$ cat src/rtl/olvr_pkg.sv
`default_nettype none

package olvr_pkg;

  typedef enum logic [1:0] {
    ACT_APPEND   = 2'd0,
    ACT_REMOVE   = 2'd1,
    ACT_POP_HEAD = 2'd2,
    ACT_POP_TAIL = 2'd3
  } action_e;

  typedef enum logic [1:0] {
    STAT_DONE      = 2'd0,
    STAT_EMPTY     = 2'd1,
    STAT_NOT_FOUND = 2'd2,
    STAT_FULL      = 2'd3
  } status_e;

  typedef enum logic [2:0] {
    ST_IDLE = 3'b001,
    ST_SCAN = 3'b010,
    ST_DONE = 3'b100
  } state_e;

  localparam int unsigned ActionW = 2;
  localparam int unsigned StatusW = 2;
  localparam int unsigned ValueW  = 32;
  localparam int unsigned CountW  = 5;

endpackage

`default_nettype wire

$ cat src/rtl/olvr_if.sv
`default_nettype none

interface olvr_in_if;
  logic                               valid;
  logic                               ready;
  logic [olvr_pkg::ActionW-1:0]       action;
  logic signed [olvr_pkg::ValueW-1:0] value;

  modport source (output valid, output action, output value, input ready);
  modport sink (input valid, input action, input value, output ready);
endinterface

interface olvr_out_if;
  logic                               valid;
  logic                               ready;
  logic [olvr_pkg::StatusW-1:0]       status;
  logic signed [olvr_pkg::ValueW-1:0] removed_value;
  logic [olvr_pkg::CountW-1:0]        entry_count;

  modport source (output valid, output status, output removed_value, output entry_count,
                  input ready);
  modport sink (input valid, input status, input removed_value, input entry_count,
                output ready);
endinterface

`default_nettype wire

$ cat src/rtl/ordered_list_with_value_removal_unit.sv
`default_nettype none

// Channel  Dir  Beat fields                                 Handshake
// in_i     in   action[1:0], value[31:0]                    valid/ready
// out_o    out  status[1:0], removed_value[31:0],
//               entry_count[4:0]                            valid/ready
//
// One beat in flight at a time; in_i.ready is high only while the sequencer idles.
// Append, or any removal on an empty list, goes straight from accept to the result state.
// Pop tail reads the last slot only. Remove first match and pop head walk every entry
// of the one-read one-write slot memory, one slot per cycle (compare and shift).
// A result waits in the output register; a stalled out_o holds the sequencer in its
// final state. Reset clears the count and control; slot contents are not cleared.

module ordered_list_with_value_removal_unit #(
  parameter int unsigned CAPACITY = 16
) (
  input  wire logic   clk_i,
  input  wire logic   rst_ni,
  olvr_in_if.sink     in_i,
  olvr_out_if.source  out_o
);

  localparam int unsigned CW = $clog2(CAPACITY + 1);
  localparam int unsigned AW = $clog2(CAPACITY);
  localparam int unsigned VW = olvr_pkg::ValueW;
  localparam int unsigned NW = olvr_pkg::CountW;

  olvr_pkg::state_e  state_q, state_d;
  olvr_pkg::action_e act_q, act_d;
  olvr_pkg::status_e res_status_q, res_status_d;

  logic [CW-1:0]        fill_q, fill_d;
  logic [CW-1:0]        idx_q, idx_d;
  logic                 have_q, have_d;
  logic                 found_q, found_d;
  logic signed [VW-1:0] taken_q, taken_d;
  logic signed [VW-1:0] val_q, val_d;

  logic signed [VW-1:0] mem_q [CAPACITY];
  logic signed [VW-1:0] rd_data_q;
  logic                 rd_en;
  logic [AW-1:0]        rd_addr;
  logic                 wr_en;
  logic [AW-1:0]        wr_addr;
  logic signed [VW-1:0] wr_data;
  logic [CW-1:0]        wr_pos;
  logic                 hit;
  logic                 out_load;

  logic                 out_valid_q;
  olvr_pkg::status_e    out_status_q;
  logic signed [VW-1:0] out_value_q;
  logic [NW-1:0]        out_count_q;
  logic [CW+NW-1:0]     count_ext;

  assign in_i.ready          = (state_q == olvr_pkg::ST_IDLE);
  assign out_o.valid         = out_valid_q;
  assign out_o.status        = out_status_q;
  assign out_o.removed_value = out_value_q;
  assign out_o.entry_count   = out_count_q;

  assign count_ext = {{NW{1'b0}}, fill_q};
  assign wr_pos    = idx_q - CW'(2);
  assign hit       = (act_q != olvr_pkg::ACT_REMOVE) || (rd_data_q == val_q);

  always_comb begin
    state_d      = state_q;
    act_d        = act_q;
    res_status_d = res_status_q;
    fill_d       = fill_q;
    idx_d        = idx_q;
    have_d       = have_q;
    found_d      = found_q;
    taken_d      = taken_q;
    val_d        = val_q;
    rd_en        = 1'b0;
    rd_addr      = idx_q[AW-1:0];
    wr_en        = 1'b0;
    wr_addr      = wr_pos[AW-1:0];
    wr_data      = rd_data_q;
    out_load     = 1'b0;

    case (state_q)
      olvr_pkg::ST_IDLE: begin
        if (in_i.valid) begin
          act_d   = olvr_pkg::action_e'(in_i.action);
          val_d   = in_i.value;
          taken_d = '0;
          found_d = 1'b0;
          have_d  = 1'b0;
          if (olvr_pkg::action_e'(in_i.action) == olvr_pkg::ACT_APPEND) begin
            if (fill_q == CW'(CAPACITY)) begin
              res_status_d = olvr_pkg::STAT_FULL;
            end else begin
              wr_en        = 1'b1;
              wr_addr      = fill_q[AW-1:0];
              wr_data      = in_i.value;
              fill_d       = fill_q + CW'(1);
              res_status_d = olvr_pkg::STAT_DONE;
            end
            state_d = olvr_pkg::ST_DONE;
          end else if (fill_q == '0) begin
            res_status_d = olvr_pkg::STAT_EMPTY;
            state_d      = olvr_pkg::ST_DONE;
          end else begin
            if (olvr_pkg::action_e'(in_i.action) == olvr_pkg::ACT_POP_TAIL) begin
              idx_d = fill_q - CW'(1);
            end else begin
              idx_d = '0;
            end
            state_d = olvr_pkg::ST_SCAN;
          end
        end
      end
      olvr_pkg::ST_SCAN: begin
        rd_en  = (idx_q < fill_q);
        have_d = rd_en;
        if (rd_en) begin
          idx_d = idx_q + CW'(1);
        end
        if (have_q) begin
          if (!found_q && hit) begin
            found_d = 1'b1;
            taken_d = rd_data_q;
          end
          if (found_q) begin
            wr_en = 1'b1;
          end
          if (idx_q == fill_q) begin
            state_d = olvr_pkg::ST_DONE;
            if (found_q || hit) begin
              fill_d       = fill_q - CW'(1);
              res_status_d = olvr_pkg::STAT_DONE;
            end else begin
              res_status_d = olvr_pkg::STAT_NOT_FOUND;
            end
          end
        end
      end
      olvr_pkg::ST_DONE: begin
        if (!out_valid_q || out_o.ready) begin
          out_load = 1'b1;
          state_d  = olvr_pkg::ST_IDLE;
        end
      end
      default: begin
        state_d = olvr_pkg::ST_IDLE;
      end
    endcase
  end

  always_ff @(posedge clk_i) begin
    if (wr_en) begin
      mem_q[wr_addr] <= wr_data;
    end
    if (rd_en) begin
      rd_data_q <= mem_q[rd_addr];
    end
  end

  always_ff @(posedge clk_i or negedge rst_ni) begin
    if (!rst_ni) begin
      state_q     <= olvr_pkg::ST_IDLE;
      fill_q      <= '0;
      idx_q       <= '0;
      have_q      <= 1'b0;
      found_q     <= 1'b0;
      out_valid_q <= 1'b0;
    end else begin
      state_q <= state_d;
      fill_q  <= fill_d;
      idx_q   <= idx_d;
      have_q  <= have_d;
      found_q <= found_d;
      if (out_load) begin
        out_valid_q <= 1'b1;
      end else if (out_o.ready) begin
        out_valid_q <= 1'b0;
      end
    end
  end

  always_ff @(posedge clk_i) begin
    act_q        <= act_d;
    val_q        <= val_d;
    taken_q      <= taken_d;
    res_status_q <= res_status_d;
    if (out_load) begin
      out_status_q <= res_status_q;
      out_value_q  <= taken_q;
      out_count_q  <= count_ext[NW-1:0];
    end
  end

`ifndef SYNTHESIS
  a_fill_bound: assert property (@(posedge clk_i) disable iff (!rst_ni)
    fill_q <= CW'(CAPACITY))
    else $error("entry count above capacity");

  a_scan_nonempty: assert property (@(posedge clk_i) disable iff (!rst_ni)
    (state_q == olvr_pkg::ST_SCAN) |-> (fill_q != '0) && (idx_q <= fill_q))
    else $error("scan on empty list or index past count");

  a_busy_after_accept: assert property (@(posedge clk_i) disable iff (!rst_ni)
    (in_i.valid && in_i.ready) |=> !in_i.ready)
    else $error("new beat taken while previous one is in work");

  a_write_in_scan: assert property (@(posedge clk_i) disable iff (!rst_ni)
    (state_q == olvr_pkg::ST_SCAN && wr_en) |-> found_q && (act_q != olvr_pkg::ACT_POP_TAIL))
    else $error("slot shift without a removed entry");
`endif

endmodule

`default_nettype wire

$ cat src/flat_wrapper.sv
// flat-port wrapper written by rule: the top's interface ports become plain ports
module ordered_list_with_value_removal_unit_flat 
#(
  parameter int unsigned CAPACITY = 16
)
  (clk_i, rst_ni, in_i_valid, in_i_action, in_i_value, in_i_ready, out_o_valid, out_o_status, out_o_removed_value, out_o_entry_count, out_o_ready);
  olvr_in_if in_i_i ();
  olvr_out_if out_o_i ();
  input  wire logic clk_i;
  input  wire logic rst_ni;
  input wire logic [$bits(in_i_i.valid)-1:0] in_i_valid;
  input wire logic [$bits(in_i_i.action)-1:0] in_i_action;
  input wire logic [$bits(in_i_i.value)-1:0] in_i_value;
  output wire logic [$bits(in_i_i.ready)-1:0] in_i_ready;
  output wire logic [$bits(out_o_i.valid)-1:0] out_o_valid;
  output wire logic [$bits(out_o_i.status)-1:0] out_o_status;
  output wire logic [$bits(out_o_i.removed_value)-1:0] out_o_removed_value;
  output wire logic [$bits(out_o_i.entry_count)-1:0] out_o_entry_count;
  input wire logic [$bits(out_o_i.ready)-1:0] out_o_ready;
  assign in_i_i.valid = in_i_valid;
  assign in_i_i.action = in_i_action;
  assign in_i_i.value = in_i_value;
  assign in_i_ready = in_i_i.ready;
  assign out_o_valid = out_o_i.valid;
  assign out_o_status = out_o_i.status;
  assign out_o_removed_value = out_o_i.removed_value;
  assign out_o_entry_count = out_o_i.entry_count;
  assign out_o_i.ready = out_o_ready;
  ordered_list_with_value_removal_unit #(.CAPACITY(CAPACITY)) u_core (.clk_i(clk_i), .rst_ni(rst_ni), .in_i(in_i_i), .out_o(out_o_i));
endmodule
$ cat config.mk
export PLATFORM = sky130hd
export DESIGN_NAME = ordered_list_with_value_removal_unit_flat
export DESIGN_NICKNAME = d
export VERILOG_FILES = /design/src/rtl/olvr_pkg.sv /design/src/rtl/olvr_if.sv /design/src/rtl/ordered_list_with_value_removal_unit.sv /design/src/flat_wrapper.sv
export SDC_FILE = /design/constraint.sdc
export NUM_CORES = 1
export LEC_CHECK = 0
export BUFFER_PORTS_ARGS = -buffer_cell sky130_fd_sc_hd__buf_4
export CORE_UTILIZATION = 43
export DETAILED_ROUTE_END_ITERATION = 16
export PLACE_DENSITY = 0.56
export SETUP_SLACK_MARGIN = 0.5
export SYNTH_ARGS = -nofsm -noshare
export SYNTH_HDL_FRONTEND = slang
export SYNTH_SLANG_ARGS = --single-unit
$ cat constraint.sdc
create_clock -name clk_i -period 4.9 [get_ports clk_i]
set_input_delay 0.735 -clock clk_i [delete_from_list [all_inputs] [get_ports clk_i]]
set_output_delay 0.735 -clock clk_i [all_outputs]
set_load 0.005 [all_outputs]
Yosys cells after proc, flatten, opt, wreduce, memory -nomap -nowiden
Memories as Yosys holds them, arrays and structs flattened. A register that Yosys moved wholly into a read port is not among the register bits.
Index checks and enable logic that the tools add are counted.
{"block": "totals", "elab_cells": 114, "mem_count": 1, "output_inout_bits": 41, "input_bits": 38, "ramBits": 512, "register_bits": 123}
{"memory": "u_core.mem_q", "words": 16, "width": 32, "rd": 1, "rd_ports_with_merged_regs": 1, "wr": 1, "line": "ordered_list_with_value_removal_unit.sv:40", "text": "logic signed [VW-1:0] mem_q [CAPACITY];"}
{"block": "op_classes", "reduce_logical": 17, "muxes": 58, "n_eq_ne": 20, "n_lt_le_gt_ge": 1, "addsub": 4}
{"op": "2-to-1 mux 32 bit", "n": 7}
{"op": "case mux 32 bit (2 select lines)", "n": 1}
{"op": "2-to-1 mux 5 bit", "n": 11}
{"op": "== test 32 bit", "n": 1}
{"op": "case mux 5 bit (2 select lines)", "n": 2}
{"op": "2-to-1 mux 3 bit", "n": 6}
{"op": "2-to-1 mux 4 bit", "n": 4}
{"op": "!= test 2 x 1 -> 1 bit, second input constant", "n": 8}
{"op": "2-to-1 mux 1 bit", "n": 15}
{"op": "2-to-1 mux 2 bit", "n": 7}
{"op": "adder 5 x 1 -> 5 bit, second input constant", "n": 2}
{"op": "AND reduction 5 bit", "n": 2}
{"op": "case mux 3 bit (3 select lines)", "n": 1}
{"op": "!= test 2 bit, second input constant", "n": 4}
{"op": "AND reduction 4 bit", "n": 2}
{"op": "AND reduction 7 bit", "n": 1}
{"op": "case mux 1 bit (2 select lines)", "n": 3}
{"op": "== test 5 bit", "n": 1}
{"op": "== test 5 bit, second input constant", "n": 1}
{"op": "logical NOT 5 bit", "n": 1}
{"op": "less-than comparator 5 bit", "n": 1}
{"op": "subtractor 5 x 1 -> 5 bit, second input constant", "n": 1}
{"op": "case mux 2 bit (2 select lines)", "n": 1}
{"op": "AND reduction 2 bit", "n": 2}
{"op": "other kinds (11)", "n": 15}

Depth between registers and ports, before layout
Gate-level depths: netlist (run 1).
{"block": "logic_depth", "ltp_word": 7, "mapped_depth": 10, "ltp_nobuf": 8}

Worst setup path after synthesis (run 1)
OpenSTA, ideal clock, no wires.
{"block": "synth_timing", "path_kind": "input to register", "startpoint": "input in_i_valid", "endpoint": "memory u_core.mem_q[13][0] (netlist name), enable pin", "path_stages": 7, "setup_ps": 421, "setup_slack_ps": 953, "arrival_time_ps": 3526, "cell_sequence": "and4bb_1 -> buf_2 -> nand3_2 -> buf_2 -> o22ai_1 -> nand2_1 -> nor2_1"}
{"block": "synth_via", "elab_chain_cells": 4, "elab_cells_between_ends": 6, "cone_classes": "mux: 6"}
{"item": "from (decl)", "line": "flat_wrapper.sv:11", "text": "input wire logic [$bits(in_i_i.valid)-1:0] in_i_valid;"}
{"item": "2-to-1 mux 1 bit", "line": "ordered_list_with_value_removal_unit.sv:86", "text": "if (in_i.valid) begin"}
{"item": "case mux 1 bit (2 select lines)", "line": "ordered_list_with_value_removal_unit.sv:84", "text": "case (state_q)"}
{"item": "2-to-1 mux 1 bit", "line": "ordered_list_with_value_removal_unit.sv:154", "text": "if (wr_en) begin"}
{"item": "2-to-1 mux 1 bit (not written as such)", "line": "ordered_list_with_value_removal_unit.sv:155", "text": "mem_q[wr_addr] <= wr_data;"}
{"item": "to (decl)", "line": "ordered_list_with_value_removal_unit.sv:40"}
Parallel ways exist; a longest one is shown, timed or not.

Worst setup path after layout (run 1)
{"block": "layout_timing", "startpoint": "register u_core.fill_q[0]", "endpoint": "memory u_core.mem_q[4][17] (netlist name), enable pin"}
{"block": "layout_via", "elab_chain_cells": 7, "elab_cells_between_ends": 11, "cone_classes": "eq/ne: 1; mux: 10"}
{"item": "from (decl)", "line": "ordered_list_with_value_removal_unit.sv:33", "text": "logic [CW-1:0] fill_q, fill_d;"}
{"item": "from (signal assigned)", "line": "ordered_list_with_value_removal_unit.sv:172", "text": "fill_q <= fill_d;"}
{"item": "== test 5 bit", "line": "ordered_list_with_value_removal_unit.sv:93", "text": "if (fill_q == CW'(CAPACITY)) begin"}
{"item": "2-to-1 mux 1 bit", "line": "ordered_list_with_value_removal_unit.sv:93"}
{"item": "2-to-1 mux 1 bit", "line": "ordered_list_with_value_removal_unit.sv:92", "text": "if (olvr_pkg::action_e'(in_i.action) == olvr_pkg::ACT_APPEND) begin"}
{"item": "2-to-1 mux 1 bit", "line": "ordered_list_with_value_removal_unit.sv:86"}
{"item": "case mux 1 bit (2 select lines)", "line": "ordered_list_with_value_removal_unit.sv:84"}
{"item": "2-to-1 mux 1 bit", "line": "ordered_list_with_value_removal_unit.sv:154"}
{"item": "2-to-1 mux 1 bit (not written as such)", "line": "ordered_list_with_value_removal_unit.sv:155"}
Parallel ways exist; a longest one is shown, timed or not.

==> results summary, run 1 <==
The post-synthesis to final-layout area growth came out at 15.76%. The root buffer cell chosen for the clock tree is sky130_fd_sc_hd__clkbuf_16. After clock tree synthesis, the clock-pin slew on the worst setup and hold paths is approximately 0.060 ns. Summed over all instances, the cell type with the most area after synthesis is sky130_fd_sc_hd__edfxtp_1.

The type of origin of the critical path is a flip-flop. The tool flagged a number of max-cap violations equal to 0. The total track usage is roughly a fifth.

Counting every net in the synthesized netlist gives 1188. The number of setup violations in the final report is 0. In this run the worst path has a maximum fanout of 19.

The vertical die dimension is 246.6 µm. The clock network latency to the later pin of the worst-skew pair is 0.60 ns. The most used flip-flop cell after synthesis is sky130_fd_sc_hd__edfxtp_1. The number of antenna violations at the first check in global routing is 1. The power per standard cell area is roughly 560 nW/µm². The CTS sink count is 667.

The number of global-route vias before repair is 12170. The max-slew violation count came out at 0. After floorplanning, the core was divided into 89 placement rows. Sequential cells were found to cover 77.56% of the synthesized design area. The static leakage is 0.009584 µW. The worst setup path is captured at a flip-flop.

The overall via count from detail_route came out at 11930. The placeable core region is 59020 µm². TritonCTS built the clock tree. Static timing analysis puts the maximum clock frequency at 288.9 MHz. After clock tree synthesis, the flow added hold-fix buffers numbering 1. The worst endpoint required time is 5.19 ns.

Setup repair after global routing left no endpoint under its margin. The largest net degree at the start of global routing came out at 56. In the final routed layout, each cell accounts on average for 28.44 µm.

The iteration-0 DRC count of the detailed router is 1043. The summed area of non-filler cells in the final layout is 29780 µm². The time the worst path needs with I/O delays and setup came out at ~3.5 ns. The post-route DRC violation count is 0. At the pin with the least slew margin, the transition time is 1.017 ns.

The total power came out at 16750 µW. The clock tree synthesis step divided the H-tree into 3 levels. The die outline width came out at approximately 250 µm. The share of flip-flops with an asynchronous set or reset is 2.399%. Once the floorplan was initialized, standard cells occupied 43.58% of the core. The layout net count is 1322. After synthesis the cells add up to 25720 µm². Sorting the synthesized cells by how often they occur yields sky130_fd_sc_hd__edfxtp_1, sky130_fd_sc_hd__mux4_2, sky130_fd_sc_hd__xnor2_1. The critical path in this run is classified as flip-flop to flip-flop. Ranked by total cell area, the synthesized netlist is headed by sky130_fd_sc_hd__edfxtp_1, sky130_fd_sc_hd__mux4_2, sky130_fd_sc_hd__dfrtp_1.

The buffer count from post-CTS setup fixing came out at 0. The number of optimization iterations in the first detailed-route pass is 5. IR analysis of the VDD net gives a maximum drop of 0.3033 mV. The most common cell in the synthesized netlist is sky130_fd_sc_hd__edfxtp_1. The total die area is 60800 µm². The count of cells resized by post-cts repair came out at 0. The run finished with clean final reports.

The number of library cell types mapped by synthesis came out at 49. The total routed wirelength came out at 59780 µm. Data arrives at the worst endpoint at 3.75 ns.

The post-synthesis register bit count came out at ~670. The synthesis warning total came out at 0. Buffers placed on the I/O ports in this run total around 80.

The setup TNS after final layout is 0 ns. The total clock buffers created by CTS came out at 72. Across the routed clock network, the largest skew measured is between 0.02 and 0.025 ns. The share of final-layout standard cells stronger than drive strength 1 is 32.76%. The final hold violation count is 0. The first-pass GRT wire length came out at 86680 µm. The cell area reported after detailed placement came out at 27520 µm². The worst hold path belongs to the class primary input to flip-flop. The total I/O pin count is 79. In this run the remaining antenna-violating nets after routing total 0. The synthesized instance count came out at 1139. The area share of the largest cell type after synthesis is 76.00%. The wire-length estimate of the detail-placed layout is about 37000 µm. The number of vias per cell after detailed routing is roughly 5.7.

The final weighted congestion in routability-driven placement is 0.8075. The filler cells instantiated in the layout total 4701. After global routing the overflow that remains totals 0. The mean post-synth cell area is 22.58 µm². The number of enable flip-flop cells after synthesis is 651.

The worst slew margin relative to its limit came out at 32.22%. Dividing the final minimum period by the clock period gives 70.63%. The number of buffers on the longest clock path is 3.
==> final timing paths <==
path,startpoint,to,slack (ns),cells past startpoint
min,in_i_value[26],u_core.val_q[26]$_DFFE_PP_,0.32,1
max,u_core.fill_q[0]$_DFFE_PN0P_,u_core.mem_q[4][17]$_DFFE_PP_,1.44,9
min in group asynchronous,rst_ni,u_core.idx_q[1]$_DFFE_PN0P_,0.55,2
max in group asynchronous,rst_ni,u_core.state_q[0]$_DFFE_PN1P_,4.09,2
max reg2reg,u_core.fill_q[0]$_DFFE_PN0P_,u_core.mem_q[4][17]$_DFFE_PP_,1.44,9
min reg2reg,u_core.taken_q[0]$_SDFFCE_PN0P_,u_core.out_o.removed_value[0]$_DFFE_PP_,0.42,0
==> per-stage QoR <==
step	cells	hold WS, ns	setup slack, ns	utilization [%]
final	2102	0.3212	1.439	50.45
after global routing	2101	0.3022	1.218	50.45
after CTS	2101	0.2884	1.463	50.45
after detailed placement	1971	0.4056	1.401	46.63
after global placement	1971	0.4022	1.419	46.63
after floorplan	1139	0.4003	0.9529	-
==> layout make-up <==
| type | count | area (µm²) | area share [%] |
|---|---|---|---|
| Sequential cell | 667 | 19960 | 67.03 |
| Multi-Input combinational cell | 408 | 5572 | 18.71 |
| Clock buffer | 93 | 2007 | 6.740 |
| Timing Repair Buffer | 114 | 996.0 | 3.345 |
| Tap cell | 773 | 967.2 | 3.248 |
| Clock inverter | 36 | 235.2 | 0.7900 |
| Inverter | 10 | 37.54 | 0.1261 |
| Antenna cell | 1 | 2.502 | 0.008404 |
==> registers in the layout, summed over array words and instances, names as in the netlist <==
| name | cells |
|---|---|
| u_core.mem_q | 512 |
| u_core.out_o.removed_value | 32 |
| u_core.rd_data_q | 32 |
| u_core.taken_q | 32 |
| u_core.val_q | 32 |
| u_core.fill_q | 5 |
| u_core.idx_q | 5 |
| u_core.out_o.entry_count | 5 |
| u_core.state_q | 3 |
| u_core.act_q | 2 |
| u_core.out_o.status | 2 |
| u_core.res_status_q | 2 |
| u_core.found_q | 1 |
| u_core.have_q | 1 |
| u_core.out_o.valid | 1 |
==> logic make-up after synthesis <==
logic type	synth area share [%]
and+or+nand+nor	2.510
buffers and inverters	1.255
adders and majority gates	0.5351
AOI/OAI and AO/OA	1.362
xor gates and xnor gates	1.328
DFF	77.56
muxes	15.45
==> metal layers <==
metal	global-route usage [%]	wire (µm)
met5	0	0
met1	30.32	27340
met4	6.046	1178
met3	4.412	4159
met2	29.84	27100
==> report_power, final <==
part / total (µW) / internal (µW) / switching, µW
combinational: 4110 / 1820 / 2300
clock: 5140 / 3000 / 2140
sequential: 7500 / 7160 / 337
==> critical path, cell delays in order (launching register included) <==
cell and delay (ns):
sky130_fd_sc_hd__dfrtp_1 0.49, sky130_fd_sc_hd__inv_1 0.18, sky130_fd_sc_hd__ha_1 0.26, sky130_fd_sc_hd__nand4bb_1 0.19
sky130_fd_sc_hd__nand3_2 0.28, sky130_fd_sc_hd__buf_4 0.33, sky130_fd_sc_hd__o22ai_1 0.22, sky130_fd_sc_hd__nand2_1 0.26
sky130_fd_sc_hd__nor2_4 0.66, sky130_fd_sc_hd__buf_12 0.26
==> cell usage in the layout (no fill, tap or decap), types with 3 or more instances in the layout <==
| cell type | synthesis | final |
|---|---|---|
| sky130_fd_sc_hd__clkinv_1 | 0 | 14 |
| sky130_fd_sc_hd__nand3b_1 | 3 | 3 |
| sky130_fd_sc_hd__nor2_1 | 28 | 12 |
| sky130_fd_sc_hd__clkbuf_1 | 24 | 14 |
| sky130_fd_sc_hd__dfrtp_1 | 15 | 12 |
| sky130_fd_sc_hd__nand2b_1 | 3 | 3 |
| sky130_fd_sc_hd__xnor2_1 | 38 | 38 |
| sky130_fd_sc_hd__mux2_2 | 30 | 30 |
| sky130_fd_sc_hd__ha_1 | 11 | 11 |
| sky130_fd_sc_hd__clkinv_2 | 0 | 14 |
| sky130_fd_sc_hd__nand2_1 | 14 | 14 |
| sky130_fd_sc_hd__nand3_1 | 5 | 5 |
| sky130_fd_sc_hd__mux4_2 | 160 | 160 |
| sky130_fd_sc_hd__o21ai_1 | 3 | 3 |
| sky130_fd_sc_hd__buf_12 | 0 | 11 |
| sky130_fd_sc_hd__nand4_1 | 8 | 8 |
| sky130_fd_sc_hd__o22ai_1 | 4 | 4 |
| sky130_fd_sc_hd__a211oi_1 | 3 | 3 |
| sky130_fd_sc_hd__a21o_1 | 5 | 5 |
| sky130_fd_sc_hd__and3_1 | 36 | 35 |
| sky130_fd_sc_hd__buf_4 | 0 | 102 |
| sky130_fd_sc_hd__nor3_1 | 7 | 7 |
| sky130_fd_sc_hd__a31oi_1 | 4 | 4 |
| sky130_fd_sc_hd__clkbuf_16 | 0 | 77 |
| sky130_fd_sc_hd__edfxtp_1 | 651 | 651 |
| sky130_fd_sc_hd__a21oi_1 | 12 | 12 |
| sky130_fd_sc_hd__o21ai_0 | 8 | 8 |
| sky130_fd_sc_hd__nor2_4 | 1 | 17 |
| sky130_fd_sc_hd__inv_1 | 9 | 9 |
No activity file was read; power rests on OpenSTA's default activity.
==> run 2: changes to the inputs <==
ABC_AREA = 1   (was unset)
clock period = 3.3 ns   (was 4.9 ns; I/O delays follow)
==> run 2 against run 1 <==
Compared with the run above: die area rose by 2.3%; combinational power rose by 56%; clock-buffer cell count fell by 2; synthesized cell count rose by 70%; sequential cell count did not move; register-to-register slack got worse by 0.83 ns; global-route usage rose by 0.70 points; via count rose by 35%; critical path depth rose by 1; setup slack got worse by 0.83 ns; hold slack got worse by 0.24 ns; fmax rose by 28%; critical endpoint is now u_core.mem_q[15][18]$_DFFE_PP_.
==> results summary, run 2 <==
Status: complete, no violations (unchanged). The total I/O pin count is 79 (unchanged). The flip-flop count of the largest register after layout is 512 (unchanged).

The TritonCTS clock tree is built (unchanged). The final hold slack is 0.08085 ns (was 0.3212 ns). The number of library cell types mapped by synthesis came to 40 (was 49).

Commonest cells after routing, fill and taps aside: sky130_fd_sc_hd__edfxtp_1, sky130_fd_sc_hd__nor2_1, sky130_fd_sc_hd__o21ai_0 (was sky130_fd_sc_hd__edfxtp_1, sky130_fd_sc_hd__mux4_2, sky130_fd_sc_hd__buf_4). The final weighted congestion in routability-driven placement is 0.8232 (was 0.8075). The max-cap violation count is 0 (unchanged). The mean post-synth cell area is 13.62 µm² (was 22.58 µm²). The count of buffers from port buffering is 78 (unchanged).

The reg-to-reg critical path startpoint is u_core.fill_q[1]$_DFFE_PN0P_ (was u_core.fill_q[0]$_DFFE_PN0P_). The setup clock skew after layout came out at 0.02681 ns (was 0.02061 ns). The worst min-delay path category is primary input to flip-flop (unchanged). The number of antenna violations at the first check in global routing is 1 (unchanged).

The path type of the worst setup path is flip-flop to flip-flop (unchanged). The worst endpoint required time came out at 3.55 ns (was 5.19 ns). The total routed wirelength came out at 65060 µm (was 59780 µm). The kind of end point of the critical path is a flip-flop (unchanged). The largest net degree at the start of global routing came out at 139 (was 56).

The layout net count came out at 2092 (was 1322). The critical path arrival was 2.95 ns (was 3.75 ns). The power per standard cell area is 826.4 nW/µm² (was 562.4 nW/µm²). The hold path endpoint is u_core.val_q[13]$_DFFE_PP_ (was u_core.val_q[26]$_DFFE_PP_). The clock network latency to the later pin of the worst-skew pair is 0.61 ns (was 0.60 ns). The post-synthesis to final-layout area growth is 15.59% (was 15.76%). The most common cell in the synthesized netlist is sky130_fd_sc_hd__edfxtp_1 (unchanged). The sequential fraction of the synthesis area came out at 75.81% (was 77.56%). The overall via count from detail_route is 16120 (was 11930).

The startpoint of the tightest hold check path is in_i_value[13] (was in_i_value[26]). The vertical die dimension came to 249.4 µm (was 246.6 µm). The post-synthesis register bit count came out at 667 (unchanged).

The clock root buffer master is sky130_fd_sc_hd__clkbuf_16 (unchanged). The number of placed cells counting well taps was 2752 (was 1971). The total track usage is 20.97% (was 20.27%). Unrepaired setup endpoints after global routing: true (was false).

The average wire length per cell after detail routing is 22.63 µm (was 28.44 µm). The worst slew margin relative to its limit came out at 13.58% (was 32.22%). The post-route antenna net violation count came out at 0 (unchanged). The synthesized instance count came out at 1932 (was 1139). The buffer count from post-CTS setup fixing came out at 0 (unchanged). The number of cells traversed by the worst hold path is 1 (unchanged). The fraction of the cycle the final worst path needs is 81.65% (was 70.63%). The max-slew violation count came to 0 (unchanged). The non-filler instance count after layout is 2875 (was 2102). The worst voltage drop across the vdd grid is 0.4594 mV (was 0.3033 mV). The static leakage is 0.01024 µW (was 0.009584 µW). The die outline width came to 249.4 µm (was 246.6 µm). The placeable core region is 60360 µm² (was 59020 µm²).

The total power is 25140 µW (was 16750 µW). The cell area after synthesis came out at 26320 µm² (was 25720 µm²). The iteration-0 DRC count of the detailed router is 1543 (was 1043). The H-tree depth is 3 (unchanged). The setup TNS after final layout is 0 ns (unchanged). Largest cells by area after synthesis: sky130_fd_sc_hd__edfxtp_1, sky130_fd_sc_hd__nor2_1, sky130_fd_sc_hd__o21ai_0 (was sky130_fd_sc_hd__edfxtp_1, sky130_fd_sc_hd__mux4_2, sky130_fd_sc_hd__dfrtp_1). The total clock buffers created by CTS is 70 (was 72). The type of origin of the critical path was a flip-flop (unchanged). The leftover overflow at the end of global routing came out at 0 (unchanged). The share of flip-flops with an asynchronous set or reset is 2.399% (unchanged).

The number of enable flip-flop cells after synthesis came to 651 (unchanged). The first-pass GRT wire length is 97630 µm (was 86680 µm). The area share of the largest cell type after synthesis came to 74.28% (was 76.00%).

The number of vias per cell after detailed routing is 5.607 (was 5.675). The capture instance of the worst register-to-register path is u_core.mem_q[15][18]$_DFFE_PP_ (was u_core.mem_q[4][17]$_DFFE_PP_). The final hold violation count is 0 (unchanged). Commonest cells post-synth: sky130_fd_sc_hd__edfxtp_1, sky130_fd_sc_hd__nor2_1, sky130_fd_sc_hd__o21ai_0 (was sky130_fd_sc_hd__edfxtp_1, sky130_fd_sc_hd__mux4_2, sky130_fd_sc_hd__xnor2_1). The maximum net fanout on the critical path came out at 39 (was 19).

The number of global-route vias before repair came out at 15510 (was 12170). The floorplan row count is 90 (was 89). The minimum setup slack among reg-to-reg paths is 0.61 ns (was 1.44 ns). The post-route DRC violation count is 0 (unchanged). The number of optimization iterations in the first detailed-route pass is 5 (unchanged). The slew at the pin closest to its max-slew limit came to 1.296 ns (was 1.017 ns). The library cell occupying the most area in the post-synthesis netlist is sky130_fd_sc_hd__edfxtp_1 (unchanged). The synthesis warning total came out at 0 (unchanged).

The total nets after synthesis is 1981 (was 1188). The clock-pin transition on the worst setup and hold timing paths is 0.06 ns (about the same). The total die area is 62200 µm² (was 60800 µm²). The time the worst path needs with I/O delays and setup came to 2.694 ns (was 3.461 ns). The CTS sink count is 667 (unchanged).

The most flop-heavy register was u_core.mem_q (unchanged). The most common cell after layout, fill and taps aside is sky130_fd_sc_hd__edfxtp_1 (unchanged). The number of setup violations in the final report is 0 (unchanged). The estimated wirelength of the detail-placed design is 39280 µm (was 36700 µm). The starting density of the core came to 43.60% (was 43.58%). The number of buffers on the longest clock path is 3 (unchanged). The share of final-layout standard cells stronger than drive strength 1 is 14.44% (was 32.76%). The worst-case reg-to-reg path depth came out at 10 (was 9). The achievable frequency was 371.1 MHz (was 288.9 MHz). The main flop type after synthesis is sky130_fd_sc_hd__edfxtp_1 (unchanged).
run 2: cell count changes after synthesis, sizes merged, moves of 46 or more:
cell | before | now
o221ai | 0 | 93
o21ai | 11 | 272
clkbuf | 24 | 70
mux4 | 160 | 0
inv | 10 | 73
nor2 | 29 | 364
nand2 | 14 | 127
run 2: how the worst max path moves through the flow:
stage / depth (start not counted) / to / startpoint / slack [ns]
after floorplan: 8 / u_core.mem_q[1][0]$_DFFE_PP_ / u_core.state_q[0]$_DFFE_PN1P_ / 0.17
after global placement: 9 / u_core.mem_q[15][12]$_DFFE_PP_ / in_i_action[1] / 0.43
after detailed placement: 9 / u_core.mem_q[15][13]$_DFFE_PP_ / in_i_action[1] / 0.38
after CTS: 10 / u_core.mem_q[15][18]$_DFFE_PP_ / u_core.fill_q[1]$_DFFE_PN0P_ / 0.52
after global routing: 10 / u_core.mem_q[15][18]$_DFFE_PP_ / u_core.fill_q[1]$_DFFE_PN0P_ / 0.39
final: 10 / u_core.mem_q[15][18]$_DFFE_PP_ / u_core.fill_q[1]$_DFFE_PN0P_ / 0.61
run 2: area by class of cell:
| type | count | area [µm²] |
|---|---|---|
| repair buffers | 158 | 1339 |
| diodes | 1 | 2.502 |
| multi-input cells | 1071 | 5699 |
| clock inverters | 30 | 207.7 |
| clock buffers | 91 | 1946 |
| inverters | 75 | 286.5 |
| well taps | 782 | 978.4 |
| fillers | 5119 | 29940 |
| flip-flops and latches | 667 | 19960 |
run 2: critical path: stages, from the launching register on:
cell,delay [ns]
sky130_fd_sc_hd__dfrtp_1,0.42
sky130_fd_sc_hd__inv_1,0.08
sky130_fd_sc_hd__ha_1,0.21
sky130_fd_sc_hd__nand3_2,0.10
sky130_fd_sc_hd__nand2_2,0.08
sky130_fd_sc_hd__inv_2,0.11
sky130_fd_sc_hd__nand2_8,0.18
sky130_fd_sc_hd__o21ai_1,0.34
sky130_fd_sc_hd__nand3_2,0.27
sky130_fd_sc_hd__nor2_4,0.15
sky130_fd_sc_hd__buf_4,0.37
run 2: report_power, final:
part / switching, µW / internal, µW / total, µW
Combinational: 4700 / 1720 / 6420
Clock: 3130 / 4300 / 7430
Sequential: 309 / 11000 / 11300
run 2: cells by family (layout without fill, tap and decap cells):
| group | count (synthesis) | in the layout | share of synthesized area, % |
|---|---|---|---|
| adder cells (fa/ha/maj) | 11 | 11 | 0.5230 |
| other | 0 | 1 | 0 |
| multiplexers | 1 | 1 | 0.03804 |
| AND/OR/NAND/NOR | 544 | 544 | 8.268 |
| buffers and inverters | 194 | 354 | 3.166 |
| AO/OA/AOI/OAI | 486 | 486 | 11.23 |
| flip-flops | 667 | 667 | 75.81 |
| XOR/XNOR | 29 | 29 | 0.9651 |
run 2: repair_timing:
action | 4_1_cts | 5_1_grt
endpoints found under the setup margin | 162 | 377
resized for setup | 1 | 5
hold buffers | 1 | 0
endpoints found under the hold margin | 16 | 0
run 2: metrics by stage:
stage	util [%]	setup slack [ns]	instance area, µm²
2_1_floorplan	-	0.1662	26400
3_3_place_gp	46.76	0.4288	28230
3_5_place_dp	46.76	0.3755	28230
4_1_cts	50.36	0.5242	30400
5_1_grt	50.40	0.3887	30420
6_report	50.40	0.6056	30420
run 2: routing by layer:
metal  track usage (%)  wire (µm)  up-vias
met1             32.47      31020     8074
met4             5.591        966        2
met2             30.65      28630      576
met3             3.348       4427       71
met5                 0         20        -
li1                  -          -     7396
